## src/rtl/core/adbd_pkg.sv

```systemverilog
// Shared types, constants and tables of the audio delay, bitcrush and downsample core.
package adbd_pkg;

    // Delay store geometry.
    localparam int STORE_DEPTH = 1536;
    localparam int ADDR_W      = $clog2(STORE_DEPTH);

    // Field widths of the stream words.
    localparam int SAMPLE_W  = 8;
    localparam int DELAY_W   = 11;
    localparam int FB_SEL_W  = 3;
    localparam int LEVEL_W   = 8;
    localparam int HOLD_W    = 5;
    localparam int STEP_W    = 6;
    localparam int S_DATA_W  = 40;
    localparam int M_DATA_W  = 8;

    // Configuration register indexes.
    localparam int CFG_ADDR_W = 2;
    localparam logic [CFG_ADDR_W-1:0] CFG_DELAY_EN      = 2'd0;
    localparam logic [CFG_ADDR_W-1:0] CFG_DOWNSAMPLE_EN = 2'd1;
    localparam logic [CFG_ADDR_W-1:0] CFG_BITCRUSH_EN   = 2'd2;

    // Sequencer states of the core.
    typedef enum logic [2:0] {
        ST_CLEAR,
        ST_IDLE,
        ST_LOAD,
        ST_DIV,
        ST_WRITE
    } adbd_state_t;

    // Feedback ratio: numerator over two to the power of log2den.
    typedef struct packed {
        logic [2:0] num;
        logic [1:0] log2den;
    } ratio_t;

    // Request to the serial remainder unit.
    typedef struct packed {
        logic                start;
        logic [SAMPLE_W-1:0] dividend;
        logic [STEP_W-1:0]   divisor;
    } div_req_t;

    // Answer of the serial remainder unit.
    typedef struct packed {
        logic                done;
        logic [HOLD_W-1:0]   rem;
    } div_rsp_t;

    // Fixed feedback ratios for the eight selector values.
    function automatic ratio_t fb_ratio(input logic [FB_SEL_W-1:0] sel);
        ratio_t r;
        case (sel)
            3'd0:    r = '{num: 3'd0, log2den: 2'd0};
            3'd1:    r = '{num: 3'd1, log2den: 2'd2};
            3'd2:    r = '{num: 3'd1, log2den: 2'd2};
            3'd3:    r = '{num: 3'd1, log2den: 2'd1};
            3'd4:    r = '{num: 3'd1, log2den: 2'd1};
            3'd5:    r = '{num: 3'd1, log2den: 2'd1};
            3'd6:    r = '{num: 3'd3, log2den: 2'd2};
            default: r = '{num: 3'd7, log2den: 2'd3};
        endcase
        return r;
    endfunction

endpackage

```

## src/rtl/core/adbd_crush_div.sv

```systemverilog
// Bit-serial restoring remainder unit used to quantise the output sample.
module adbd_crush_div
    import adbd_pkg::*;
(
    input  logic     aclk,
    input  logic     aresetn,
    input  div_req_t req,
    output div_rsp_t rsp
);

    localparam int CNT_W = $clog2(SAMPLE_W);

    logic                busy_reg, busy_next;
    logic                done_reg, done_next;
    logic [CNT_W-1:0]    cnt_reg, cnt_next;
    logic [HOLD_W-1:0]   rem_reg, rem_next;
    logic [SAMPLE_W-1:0] dvd_reg, dvd_next;
    logic [STEP_W-1:0]   dvs_reg, dvs_next;
    logic [STEP_W-1:0]   trial;

    // One quotient bit a cycle: shift in the next dividend bit and subtract if it fits.
    always_comb begin
        busy_next = busy_reg;
        done_next = 1'b0;
        cnt_next  = cnt_reg;
        rem_next  = rem_reg;
        dvd_next  = dvd_reg;
        dvs_next  = dvs_reg;
        trial     = {rem_reg, dvd_reg[SAMPLE_W-1]};
        if (req.start) begin
            busy_next = 1'b1;
            cnt_next  = '0;
            rem_next  = '0;
            dvd_next  = req.dividend;
            dvs_next  = req.divisor;
        end else if (busy_reg) begin
            if (trial >= dvs_reg) begin
                rem_next = HOLD_W'(trial - dvs_reg);
            end else begin
                rem_next = HOLD_W'(trial);
            end
            dvd_next = {dvd_reg[SAMPLE_W-2:0], 1'b0};
            cnt_next = cnt_reg + 1'b1;
            if (cnt_reg == CNT_W'(SAMPLE_W - 1)) begin
                busy_next = 1'b0;
                done_next = 1'b1;
            end
        end
    end

    // Control state is reset; the datapath is not.
    always_ff @(posedge aclk) begin
        if (!aresetn) begin
            busy_reg <= 1'b0;
            done_reg <= 1'b0;
            cnt_reg  <= '0;
        end else begin
            busy_reg <= busy_next;
            done_reg <= done_next;
            cnt_reg  <= cnt_next;
        end
    end

    always_ff @(posedge aclk) begin
        rem_reg <= rem_next;
        dvd_reg <= dvd_next;
        dvs_reg <= dvs_next;
    end

    assign rsp.done = done_reg;
    assign rsp.rem  = rem_reg;

endmodule

```

## config.mk

```make
export PLATFORM = sky130hd
export DESIGN_NAME = adbd_crush_div
export DESIGN_NICKNAME = d
export VERILOG_FILES = /design/src/rtl/core/adbd_pkg.sv /design/src/rtl/core/adbd_crush_div.sv
export SDC_FILE = /design/constraint.sdc
export NUM_CORES = 1
export LEC_CHECK = 0
export BUFFER_PORTS_ARGS = -buffer_cell sky130_fd_sc_hd__buf_4
export CORE_UTILIZATION = 40
export CTS_CLUSTER_SIZE = 24
export DETAILED_ROUTE_END_ITERATION = 6
export PLACE_DENSITY = 0.67
export SYNTH_ARGS = -nofsm -noshare
export SYNTH_HDL_FRONTEND = slang
export SYNTH_SLANG_ARGS = --single-unit
```

## constraint.sdc

```tcl
create_clock -name aclk -period 6.5 [get_ports aclk]
set_clock_uncertainty 0.15 [all_clocks]
set_input_delay 1.3 -clock aclk [delete_from_list [all_inputs] [get_ports aclk]]
set_output_delay 1.3 -clock aclk [all_outputs]
set_load 0.01 [all_outputs]
```

Yosys cells after proc, flatten, opt, wreduce, memory -nomap -nowiden
Cells that the tools add are included.

$add $sub $neg: 2. Magnitude comparators: 1. Equality and inequality tests: 1. Multiplexer cells: 7. Bitwise operators: 2. Reduce and logical (&&, ||, !) cells: 3.

Operator list (number): $mux W8 (2); $ge A6 B6 Y1 (1); $mux W5 (1); $sub A5 B5 Y5 (1); $mux W1 (4); $add A3 B1 Y3 const B (1); $eq A3 B3 Y1 const B (1); $reduce_or A3 Y1 (1); $not A1 Y1 (2); $reduce_bool A2 Y1 (1); $reduce_or A2 Y1 (1).

Register bits after elaboration: 24. Bits of input ports: 17. Output and inout bits: 6. Word-level logic and storage cells: 22.

Depth between registers and ports, before layout
Depth after elaboration: 4. Gate-level depth with buffers: 8. Depth with buffers taken out: 8.

Worst setup path before layout
No wires, ideal clock.

Path type: input-to-reg. Start: input port req[14] in the netlist's numbering. End: register dvd_reg[1], data pin. Library setup time: 0.260 ns. Arrival: 2.103 ns. Required time: 6.090 ns. Slack: 3.987 ns. Stages on the path: 3. Buffers on the path: 2. Cells stage by stage: clkbuf_1 > buf_2 > mux2_2.

Word-level cells in the longest chain between the ends: 1.

RTL lines: start: declaration (RTL line adbd_crush_div.sv:7) `input div_req_t req,`; $mux W8 (RTL line adbd_crush_div.sv:30) `if (req.start) begin`; named net dvd_next[1] (RTL line adbd_crush_div.sv:17) `logic [SAMPLE_W-1:0] dvd_reg, dvd_next;`; end signal: assignment (RTL line adbd_crush_div.sv:66) `dvd_reg <= dvd_next;`; end: declaration (RTL line adbd_crush_div.sv:17).

The timed path passes the listed nets, and every way through them passes these cells. A chain may end at the register's enable or synchronous reset.

Final worst setup path
Start: register rem_reg[0]. End: output port rsp[0] in the netlist's numbering.

RTL lines: start: declaration (RTL line adbd_crush_div.sv:16) `logic [HOLD_W-1:0] rem_reg, rem_next;`; start signal: assignment (RTL line adbd_crush_div.sv:65) `rem_reg <= rem_next;`; end: declaration (RTL line adbd_crush_div.sv:8) `output div_rsp_t rsp`.

No word-level cell between the ends.

==> impl_summary.md <==
Logic synthesis
Counting instances in the post-synthesis netlist gives the leading cell types as sky130_fd_sc_hd__edfxtp_1 (14), sky130_fd_sc_hd__dfxtp_1 (10), sky130_fd_sc_hd__ha_1 (8), sky130_fd_sc_hd__inv_1 (8), sky130_fd_sc_hd__mux2_2 (7). In this run, synthesis produced a sequential element count of 24. The average cell area after synthesis is 12.1 um^2. The share of the Yosys chip area taken by registers is 51.5%. sky130_fd_sc_hd__edfxtp_1 takes more of the synthesized area than any other cell. After synthesis, the largest area contributor takes up 34.9% of total cell area. The most common flop cell mapped by yosys is sky130_fd_sc_hd__edfxtp_1. The synthesized cell area is 1210 um^2. The synthesized netlist net count is 126.

The most common cell in the netlist is sky130_fd_sc_hd__edfxtp_1. In the synthesized netlist, the number of instances is 100. After synthesis, the netlist uses 38 different library cells. The number of synthesis warnings is 0. The fraction of registers with async set or reset after synthesis is 0%.

After synthesis, the cell types taking the most area are sky130_fd_sc_hd__edfxtp_1 (35%), sky130_fd_sc_hd__dfxtp_1 (17%), sky130_fd_sc_hd__ha_1 (8.3%), sky130_fd_sc_hd__mux2_2 (6.5%), sky130_fd_sc_hd__inv_1 (2.5%). The number of enable flip-flop cells after synthesis is 14.

Setup path
Along the worst path, the maximum fanout reaches 5. The kind of end point of the critical path is an output port. The worst setup path is of the reg2out kind. The number of buffers and inverters on the critical path is 1.

Walking the worst path, the cells encountered are buf_4. The sort of element at the start of the critical path is a register. The cell with the largest stage delay on the worst path is sky130_fd_sc_hd__dfxtp_1. STA puts the critical path data required time at 5050 ps. The arrival time of the worst setup path is 970 ps. The kind of cell adding the most delay to the critical path is flip-flops. On the worst path, the slowest cell contributes a delay of 480 ps.

Clocking
The post-CTS setup buffer count is 0. The tree built by TritonCTS fans out to 24 sinks. Once the clock tree was built, the resizer swapped 0 gates to a different size.

Buffers inserted during clock tree synthesis total 3. The clock latency at the later pin of the worst-skew pair is 320 ps. The H-tree level count is 1. The root buffer cell chosen for the clock tree is sky130_fd_sc_hd__clkbuf_4. The clock passes through at most 2 buffers. TritonCTS built the clock tree. The post-CTS clock slew at the launch and capture registers of the worst setup and hold paths is 140 ps. After clock tree synthesis, the flow added hold-fix buffers numbering 0.

Timing
The worst slew margin relative to its limit is 61.2%. After layout, the worst path uses 37.2% of the clock period. The final max-slew violation count is 0.

In the final timing run, aggregate negative setup slack is 0 ps. The slew of the pin with the lowest slew margin is 581 ps. The peak clock frequency supported by timing is 0.414 GHz.

The count of final hold-check violations is 0. The shortest clock period the worst path allows after layout is 2420 ps. Setup violations remaining at the end of the flow were counted as 0.

The worst hold slack after final layout is 378 ps. Setup repair after global routing left no endpoint under its margin.

Power and ir drop
The largest voltage drop on the vdd net is 0.118 mV. The net switching power figure is 0.0772 mW. The clock network burns 25.3% of the power. Registers are responsible for 57.6% of the overall power. The internal power of the cells totals 0.236 mW. The switching part of the total is 24.6%. Combinational cells account for 17.1% of the total power. Summed over all cells, the static leakage comes to 0.611 nW. For this design the ratio of total power to cell area is 222 nW/um^2.

The design draws 0.313 mW.

Final layout
The total number of nets in the final design is 147. The finished cells cover 1410 um^2. The number of filler instances in the final layout is 267. The area growth from synthesis to final layout is 17.0%. The number of antenna diodes in the final layout is 0. The register with the most flip-flops in the layout has 8 of them. The fraction of final layout cells with drive strength greater than 1 is 31.7%.

Floorplan
The floorplan step set the die height to 56.9 um. The number of rows created at floorplan is 19. During I/O placement, the number of pins put on the boundary was 23.

The die footprint is 3240 um^2. The initial utilization of the core area, before any placement, comes to 43.0%. Measured along the x axis, the die boundary spans 56.9 um. In this run the standard cell core region covers 2810 um^2.

GRT
The via count of the first global-routing pass is 773. Entering global routing, the biggest net connects 27 pins. For this run the aggregate overflow at the end of global routing stands at 0. The total global routing track utilization is 13.7%. The first-pass GRT wire length is 3.35 mm. The initial antenna violation count came to 0.

Route
Detailed routing inserted a total of 794 vias. Dividing the detail-routed via count by the number of cells gives 5.26. The number of design-rule violations left by the first detailed-router iteration is 23. The count of unresolved DRC violations after routing is 2. For this run, the detailed router's first-pass iteration total came to 6. The routed wire length is 1.90 mm. Dividing the detail-routed wire length by the instance count gives 12.6 um. In this run the remaining antenna-violating nets after routing total 0.

Placement
The count of buffers from port buffering is 22. The estimated wirelength of the detail-placed design is 1.43 mm. In this run the cell area measured after placement is 1380 um^2. The placer congestion estimate is 0.755.

Run status
The flow ran to the end, but the final reports show violations. The final reports fail on design-rule violations.

Run
Max-cap violations in this run came to 0.

Min path
The class of the worst hold path is reg2reg.
routing by layer:
metal / up-vias / track usage (%) / wire length, um
met3: 5 / 3.00 / 64
met5: - / 0 / 0
met2: 15 / 23.2 / 919
met4: 0 / 7.32 / 44
li1: 399 / - / -
met1: 375 / 16.2 / 874
power by group through the flow:
| stage | registers, mW | clock network [mW] | logic [mW] |
|---|---|---|---|
| 6_report | 0.180 | 0.0793 | 0.0535 |
| 5_1_grt | 0.183 | 0.0891 | 0.0595 |
| 4_1_cts | 0.181 | 0.0812 | 0.0539 |
| 3_5_place_dp | 0.184 | 0 | 0.0538 |
| 3_3_place_gp | 0.184 | 0 | 0.0518 |
| 2_1_floorplan | 0.181 | 0 | 0.0373 |
final timing paths:
path / depth (start not counted) / end / slack [ps] / startpoint
setup / recovery: 1 / rsp[0] / 4080 / rem_reg[0]
hold / removal: 2 / cnt_reg[1] / 380 / cnt_reg[1]
setup reg to reg: 8 / rem_reg[2] / 4240 / dvd_reg[7]
hold reg to reg: 2 / cnt_reg[1] / 380 / cnt_reg[1]
cell type report:
class / instances / area (um^2) / share of cell area [%]
clock buffers: 4 / 36.3 / 2.57
inverters: 8 / 30.0 / 2.13
multi-input cells: 62 / 520 / 36.9
flip-flops and latches: 24 / 621 / 44.0
well taps: 31 / 38.8 / 2.75
repair buffers: 22 / 165 / 11.7
kinds of logic (layout without fill, tap and decap cells):
family | Yosys count | count (layout) | share of synthesized area [%]
adder cells (fa/ha/maj) | 9 | 9 | 9.96
flip-flops | 24 | 24 | 51.5
XOR/XNOR | 4 | 4 | 2.91
AND/OR/NAND/NOR | 24 | 24 | 12.2
AO/OA/AOI/OAI | 16 | 16 | 9.86
multiplexers | 9 | 9 | 8.20
buffers and inverters | 14 | 34 | 5.39
through the flow:
stage          std cells  utilization, %  worst slack (ps)
2_1_floorplan        100               -              3990
3_5_place_dp         147            49.0              4100
5_1_grt              151            50.3              4040
4_1_cts              151            50.3              4090
3_3_place_gp         147            49.0              4140
6_report             151            50.3              4080
worst register-to-register path, stage by stage, from the launching register on:
cell and delay (ps):
sky130_fd_sc_hd__edfxtp_1 410, sky130_fd_sc_hd__inv_1 70, sky130_fd_sc_hd__ha_1 160, sky130_fd_sc_hd__inv_1 60, sky130_fd_sc_hd__fa_1 410, sky130_fd_sc_hd__a21oi_1 160
sky130_fd_sc_hd__o21ai_1 170, sky130_fd_sc_hd__or2_4 300, sky130_fd_sc_hd__a311o_1 260
placed cells by master, fill, tap and decap left out, drive strengths merged, types with 3 or more instances in the layout:
cell,instances
inv,8
a21oi,3
buf,22
edfxtp,14
nor2,4
ha,8
mux2,7
nand2,5
clkbuf,4
dfxtp,10
Note: power is estimated with default switching activity, not from simulation.
